`src/hw/rtl/rsct_pkg.sv`:
```
`default_nettype none
package rsct_pkg;

  localparam int WORD_W        = 32;
  localparam int CNT_W         = 11;
  localparam int STATUS_W      = 2;
  localparam int DEPTH_DEFAULT = 1024;

  localparam logic [CNT_W-1:0] INIT_CAP_RESET = CNT_W'(10);

  localparam logic MODE_PUSH = 1'b0;
  localparam logic MODE_POP  = 1'b1;

  localparam logic [STATUS_W-1:0] ST_OK       = 2'd0;
  localparam logic [STATUS_W-1:0] ST_EMPTY    = 2'd1;
  localparam logic [STATUS_W-1:0] ST_OVERFLOW = 2'd2;

  localparam logic signed [WORD_W-1:0] EMPTY_WORD = -32'sd1;

  typedef struct packed {
    logic signed [WORD_W-1:0] pop_value;
    logic [STATUS_W-1:0]      status;
    logic [CNT_W-1:0]         item_count;
    logic [CNT_W-1:0]         current_capacity;
    logic [CNT_W-1:0]         largest_capacity;
  } result_t;

endpackage
`default_nettype wire

```
`src/hw/rtl/rsct_out_if.sv`:
```
`default_nettype none
interface rsct_out_if;
  logic                                 valid;
  logic                                 ready;
  logic signed [rsct_pkg::WORD_W-1:0]   pop_value;
  logic [rsct_pkg::STATUS_W-1:0]        status;
  logic [rsct_pkg::CNT_W-1:0]           item_count;
  logic [rsct_pkg::CNT_W-1:0]           current_capacity;
  logic [rsct_pkg::CNT_W-1:0]           largest_capacity;

  modport source (output valid, output pop_value, output status, output item_count,
                  output current_capacity, output largest_capacity, input ready);
  modport sink (input valid, input pop_value, input status, input item_count,
                input current_capacity, input largest_capacity, output ready);
endinterface
`default_nettype wire

```
`src/hw/rtl/rsct_out_buf.sv`:
```
`default_nettype none
module rsct_out_buf (
  input  wire logic              clk,
  input  wire logic              rst,
  input  wire logic              wr,
  input  wire rsct_pkg::result_t wr_data,
  output logic                   room,
  rsct_out_if.source             rsp
);

  rsct_pkg::result_t entry [2];
  logic              wp;
  logic              rp;
  logic [1:0]        cnt;
  logic              rd;

  assign rd   = rsp.valid && rsp.ready;
  assign room = (cnt != 2'd2);

  assign rsp.valid            = (cnt != 2'd0);
  assign rsp.pop_value        = entry[rp].pop_value;
  assign rsp.status           = entry[rp].status;
  assign rsp.item_count       = entry[rp].item_count;
  assign rsp.current_capacity = entry[rp].current_capacity;
  assign rsp.largest_capacity = entry[rp].largest_capacity;

  always_ff @(posedge clk) begin
    if (rst) begin
      wp  <= 1'b0;
      rp  <= 1'b0;
      cnt <= 2'd0;
    end else begin
      if (wr) begin
        entry[wp] <= wr_data;
        wp        <= ~wp;
      end
      if (rd) begin
        rp <= ~rp;
      end
      cnt <= cnt + {1'b0, wr} - {1'b0, rd};
    end
  end

  a_no_write_when_full: assert property (@(posedge clk) disable iff (rst)
    wr |-> cnt != 2'd2)
    else $error("result written into full buffer");

  a_cnt_bound: assert property (@(posedge clk) disable iff (rst)
    cnt != 2'd3)
    else $error("buffer count out of range");

  a_drain_count: assert property (@(posedge clk) disable iff (rst)
    (rd && !wr) |=> cnt == $past(cnt) - 2'd1)
    else $error("buffer count did not drop on read");

endmodule
`default_nettype wire

```
`src/flat_wrapper.sv`:
```
// flat-port wrapper written by rule: the top's interface ports become plain ports
module rsct_out_buf_flat 
  (clk, rst, wr, wr_data, room, rsp_valid, rsp_pop_value, rsp_status, rsp_item_count, rsp_current_capacity, rsp_largest_capacity, rsp_ready);
  rsct_out_if rsp_i ();
  input  wire logic clk;
  input  wire logic rst;
  input  wire logic wr;
  input  wire rsct_pkg::result_t wr_data;
  output logic room;
  output wire logic [$bits(rsp_i.valid)-1:0] rsp_valid;
  output wire logic [$bits(rsp_i.pop_value)-1:0] rsp_pop_value;
  output wire logic [$bits(rsp_i.status)-1:0] rsp_status;
  output wire logic [$bits(rsp_i.item_count)-1:0] rsp_item_count;
  output wire logic [$bits(rsp_i.current_capacity)-1:0] rsp_current_capacity;
  output wire logic [$bits(rsp_i.largest_capacity)-1:0] rsp_largest_capacity;
  input wire logic [$bits(rsp_i.ready)-1:0] rsp_ready;
  assign rsp_valid = rsp_i.valid;
  assign rsp_pop_value = rsp_i.pop_value;
  assign rsp_status = rsp_i.status;
  assign rsp_item_count = rsp_i.item_count;
  assign rsp_current_capacity = rsp_i.current_capacity;
  assign rsp_largest_capacity = rsp_i.largest_capacity;
  assign rsp_i.ready = rsp_ready;
  rsct_out_buf u_core (.clk(clk), .rst(rst), .wr(wr), .wr_data(wr_data), .room(room), .rsp(rsp_i));
endmodule
```
`config.mk`:
```
export PLATFORM = sky130hd
export DESIGN_NAME = rsct_out_buf_flat
export DESIGN_NICKNAME = d
export VERILOG_FILES = /design/src/hw/rtl/rsct_pkg.sv /design/src/hw/rtl/rsct_out_if.sv /design/src/hw/rtl/rsct_out_buf.sv /design/src/flat_wrapper.sv
export SDC_FILE = /design/constraint.sdc
export NUM_CORES = 1
export LEC_CHECK = 0
export BUFFER_PORTS_ARGS = -buffer_cell sky130_fd_sc_hd__clkbuf_2
export CORE_ASPECT_RATIO = 1.25
export CORE_MARGIN = 5
export CORE_UTILIZATION = 52
export CTS_CLUSTER_SIZE = 30
export DETAILED_ROUTE_END_ITERATION = 10
export PLACE_DENSITY = 0.79
export RECOVER_POWER = 25
export SYNTH_ARGS = -nofsm -noshare
export SYNTH_HDL_FRONTEND = slang
export SYNTH_SLANG_ARGS = --single-unit
```
`constraint.sdc`:
```
create_clock -name clk -period 9.2 [get_ports clk]
set_input_delay 1.84 -clock clk [delete_from_list [all_inputs] [get_ports clk]]
set_output_delay 1.84 -clock clk [all_outputs]
set_load 0.02 [all_outputs]
```
---- Word level (Yosys, flattened, before mapping) ----
Memory sizes are Yosys's and may differ from the RTL's. A register that Yosys moved wholly into a read port is not among the register bits.
Cells that the tools add are included.
storage, ports and cells
  ROM bits ................................ 0
  word-level logic and storage cells ...... 16
  bits in latches ......................... 0
  bits in writable memories ............... 134
  flip-flop bits (word level) ............. 4
  memories ................................ 1
  input port bits ......................... 71
  output and inout port bits .............. 69
memory list
  name          words  bits a word  read ports  clocked after Yosys merged registers in  write ports  RTL line            text
  u_core.entry  2      67           1           1                                        1            rsct_out_buf.sv:11  rsct_pkg::result_t entry [2];
cells by class
  $add $sub $neg .......................... 2
  magnitude comparators ................... 0
  multiply operators ...................... 0
  mux-type cells .......................... 5
  divide/modulo/power cells ............... 0
  eq/ne operators ......................... 1
  reductions and logical operators ........ 2
  shift-type cells ........................ 0
  bitwise logic cells ..................... 2
operators by type and width
  cell                  count
  $mux W1               5
  $add A2 B1 Y2         1
  $ne A2 B2 Y1 const B  1
  $not A1 Y1            2
  $reduce_bool A2 Y1    1
  $sub A2 B1 Y2         1
  $logic_and A1 B1 Y1   1

---- Longest topological paths before layout ----
  depth in word-level cells ............... 4
  depth in mapped cells ................... 6
  mapped depth without buffers ............ 6

---- Least setup slack after synthesis ----
No wires, ideal clock.
  kind .................................... input to register
  start point ............................. input rst
  end point ............................... memory u_core.entry[0][0] (netlist name), enable pin
  cell stages on the path ................. 1
  path buffers ............................ 0
  arrival time ............................ 6.708 ns
  setup slack ............................. 1.905 ns
  library setup time ...................... 0.588 ns
  required time ........................... 8.612 ns
  cell sequence ........................... nor3b_1
between the ends
  word-level cells in the longest chain between the ends .. 2
RTL lines
  element                        RTL line            text
  from (decl)                    flat_wrapper.sv:6   input wire logic rst;
  $mux W1                        rsct_out_buf.sv:28  if (rst) begin
  $mux W1 (implied by the code)  rsct_out_buf.sv:34  entry[wp] <= wr_data;
  to (decl)                      rsct_out_buf.sv:11
Every way passes these cells.

==> run_results.csv <==
group,metric,value,unit
outcome,status,"complete, no violations",
detailed_routing,wl,9030,microns
die,design.core.area,9710,sq um
synth,syn_area,5190,sq um
sta,rsz0062_at_grt,"no",
clock_tree,post_cts_buffers,0,
clock_tree,cts_hold_buf,0,
pwr,ir_drop,151,uV
grt,grt_max_degree,68,
final_layout,drive_gt1_share,52.0,%
pwr,clkPwrFrac,38.1,%
clock_tree,ctsLongestPathBuffers,2,
synth,synth_warnings,0,
final_layout,n_fill_cell,718,
sta,fin_skew,0.00511,ns
setup_path,required,7.36,ns
die,die_w,99.4,microns
detailed_routing,drt_pass1_iterations,4,
final_layout,multiInputGateArea,1010,sq um
final_layout,antenna_cells,0,
clock_tree,cts_made_buffers,17,
min_path,holdCritPathClass,"reg2reg",
placed_design,dp_hpwl,5930,microns
synth,yosys.area.top_type,"edfxtp_1",
pwr,power_density,268,nW/um^2
grt,grt_pass1_wl,13800,microns
pwr,p_int,0.00134,W
die,io-pin-count,140,
sta,min_period,3.93,ns
flow_run,drv_cap,0,
sta,worstMarginPinSlew,1.08,ns
die,num_rows,40,
clock_tree,clock-sinks,139,
final_layout,layout.cells.non_filler,524,
clock_tree,cts_resized,0,
detailed_routing,dr.first_iter.drc_count,115,
final_layout,final_cell_mix,"edfxtp_1, clkbuf_2, mux2_2, clkbuf_1, mux2_4",
pwr,p_leak,2.49,nW
clock_tree,cts_root_buffer,"clkbuf_16",
clock_tree,cts_max_level,4,
final_layout,post-route-cell-area,6570,sq um
setup_path,critPathKind,"reg2out",
grt,use_met1,15.0,%
setup_path,worst_setup_path_end_kind,"primary output",
clock_tree,clkTransAtPathRegs,0.05,ns
synth,avgSynthCellArea,22.5,sq um
sta,drv_slew,0,
sta,hold_slack,0.572,ns
detailed_routing,wl_per_cell,17.2,microns
final_layout,fin_util,67.7,%
pwr,seq_power_share,44.2,%
grt,grt_pass1_vias,2845,
final_layout,final_common_cell,"edfxtp_1",
synth,synth_area_leaders,"edfxtp_1, mux2_4, mux2_2",
detailed_routing,drt-vias-per-instance,4.92,
grt,met2_usage,28.2,%
grt,antenna_found_initial,0,
synth,synthCells,231,
detailed_routing,drc_errors,0,
sta,hold_viol,0,
sta,setup_violations,0,
setup_path,cp_max_fo,67,
synth,ys_ff_latch,139,
detailed_routing,antenna_left,0,
setup_path,setup.worst_path.start_class,"flop",
sta,tns,0,ns
synth,ys_types,18,
grt,grt.busiest_layer,"met2",
clock_tree,cts_tree,"built",
clock_tree,worstSkewPairLatency,0.40,ns
sta,slew_headroom,28.0,%
sta,clock.fmax,255,MHz
pwr,switching_power,0.000426,W
synth,syn_nets,304,
grt,grtUsageMet3,5.27,%
die,dieHeight,122,microns
placed_design,place.gp.congestion,0.719,
detailed_routing,dr_total_vias,2580,
placed_design,placed_area,6020,sq um
grt,grt_overflow,0,
pwr,power_frac_comb,17.7,%
die,start_util,53.5,%
sta,fin_crit_sh,42.7,%
synth,synth_seq_area_share,79.4,%
die,dieArea,12100,sq um
pwr,swShare,24.2,%
placed_design,port_buffers,139,
synth,yosysTopAreaCellShare,77.5,%
final_layout,finalNetCount,458,
setup_path,arrival,2.09,ns
grt,globalRouteTotalUtil,15.3,%
final_layout,regArea,4130,sq um
placed_design,placed_cells,492,
final_layout,area_growth,26.6,%
## synth_stat cells
master / number
edfxtp_1: 134
mux2_2: 39
mux2_4: 30
dfxtp_1: 5
buf_2: 3
buf_6: 3
nor2_1: 3
ha_1: 2
inv_1: 2
nor2b_1: 2
and3b_1: 1
buf_4: 1
nand2_1: 1
nor3b_1: 1
o21a_1: 1
or2_2: 1
xnor2_1: 1
xnor3_1: 1
## metal layers
layer	vias up	part of all wire [%]	routed length, microns
li1	1224	-	-
met1	1251	36	3210
met2	89	56	5040
met3	16	6.2	558
met4	0	2.4	217
met5	-	0	0
## logic make-up (layout without fill, tap and decap cells)
kind of cell | Yosys count | in the layout | share of synthesized area, %
xor+xnor | 2 | 2 | 0.603
mux | 69 | 69 | 17.1
simple gates | 9 | 9 | 0.964
flops | 139 | 139 | 79.4
compound gates | 1 | 1 | 0.145
fa+ha+maj | 2 | 2 | 0.482
buf+inv | 9 | 176 | 1.23
## worst max-delay path, cell delays in order, from the launching register on
cell and delay [ns]:
dfxtp_4 1.00, mux2_2 0.43, clkbuf_2 0.16
## state kept, by name, indices dropped and copies added, names as in the netlist, named ones only
register,count
u_core.entry,134
u_core.wp,1
u_core.cnt,2
u_core.rp,1
## area by class of cell
class	count	area share (%)
Multi-Input combinational cell	83	15.4
Inverter	2	0.114
Sequential cell	139	62.8
Clock buffer	21	6.70
Timing Repair Buffer	142	10.3
Tap cell	126	2.40
Clock inverter	11	2.28
## worst paths after layout
| check | startpoint | endpoint | slack (ns) | depth (start not counted) |
|---|---|---|---|---|
| worst max-delay path | flop | rsp_item_count[4] | 5.27 | 2 |
| worst min-delay path | u_core.wp | u_core.wp | 0.57 | 2 |
| worst max register to register | u_core.wp | u_core.entry[1][35] | 7.54 | 2 |
| worst min register to register | u_core.wp | u_core.wp | 0.57 | 2 |
## power by group through the flow
stage	sequential, W	combinational, W	clock, W
after global placement	0.000791	0.000312	0
after floorplan	0.000752	0.000263	0
after CTS	0.000781	0.000319	0.000687
after global routing	0.000785	0.000331	0.000720
after detailed placement	0.000794	0.000317	0
final	0.000779	0.000312	0.000671
## metrics by stage
stage | power, W | worst slack, ns
floorplan | 0.00101 | 1.90
global placement | 0.00110 | 5.67
detailed placement | 0.00111 | 5.67
CTS | 0.00179 | 5.23
global route | 0.00184 | 5.18
finish | 0.00176 | 5.27
Note: power is estimated with default switching activity, not from simulation.
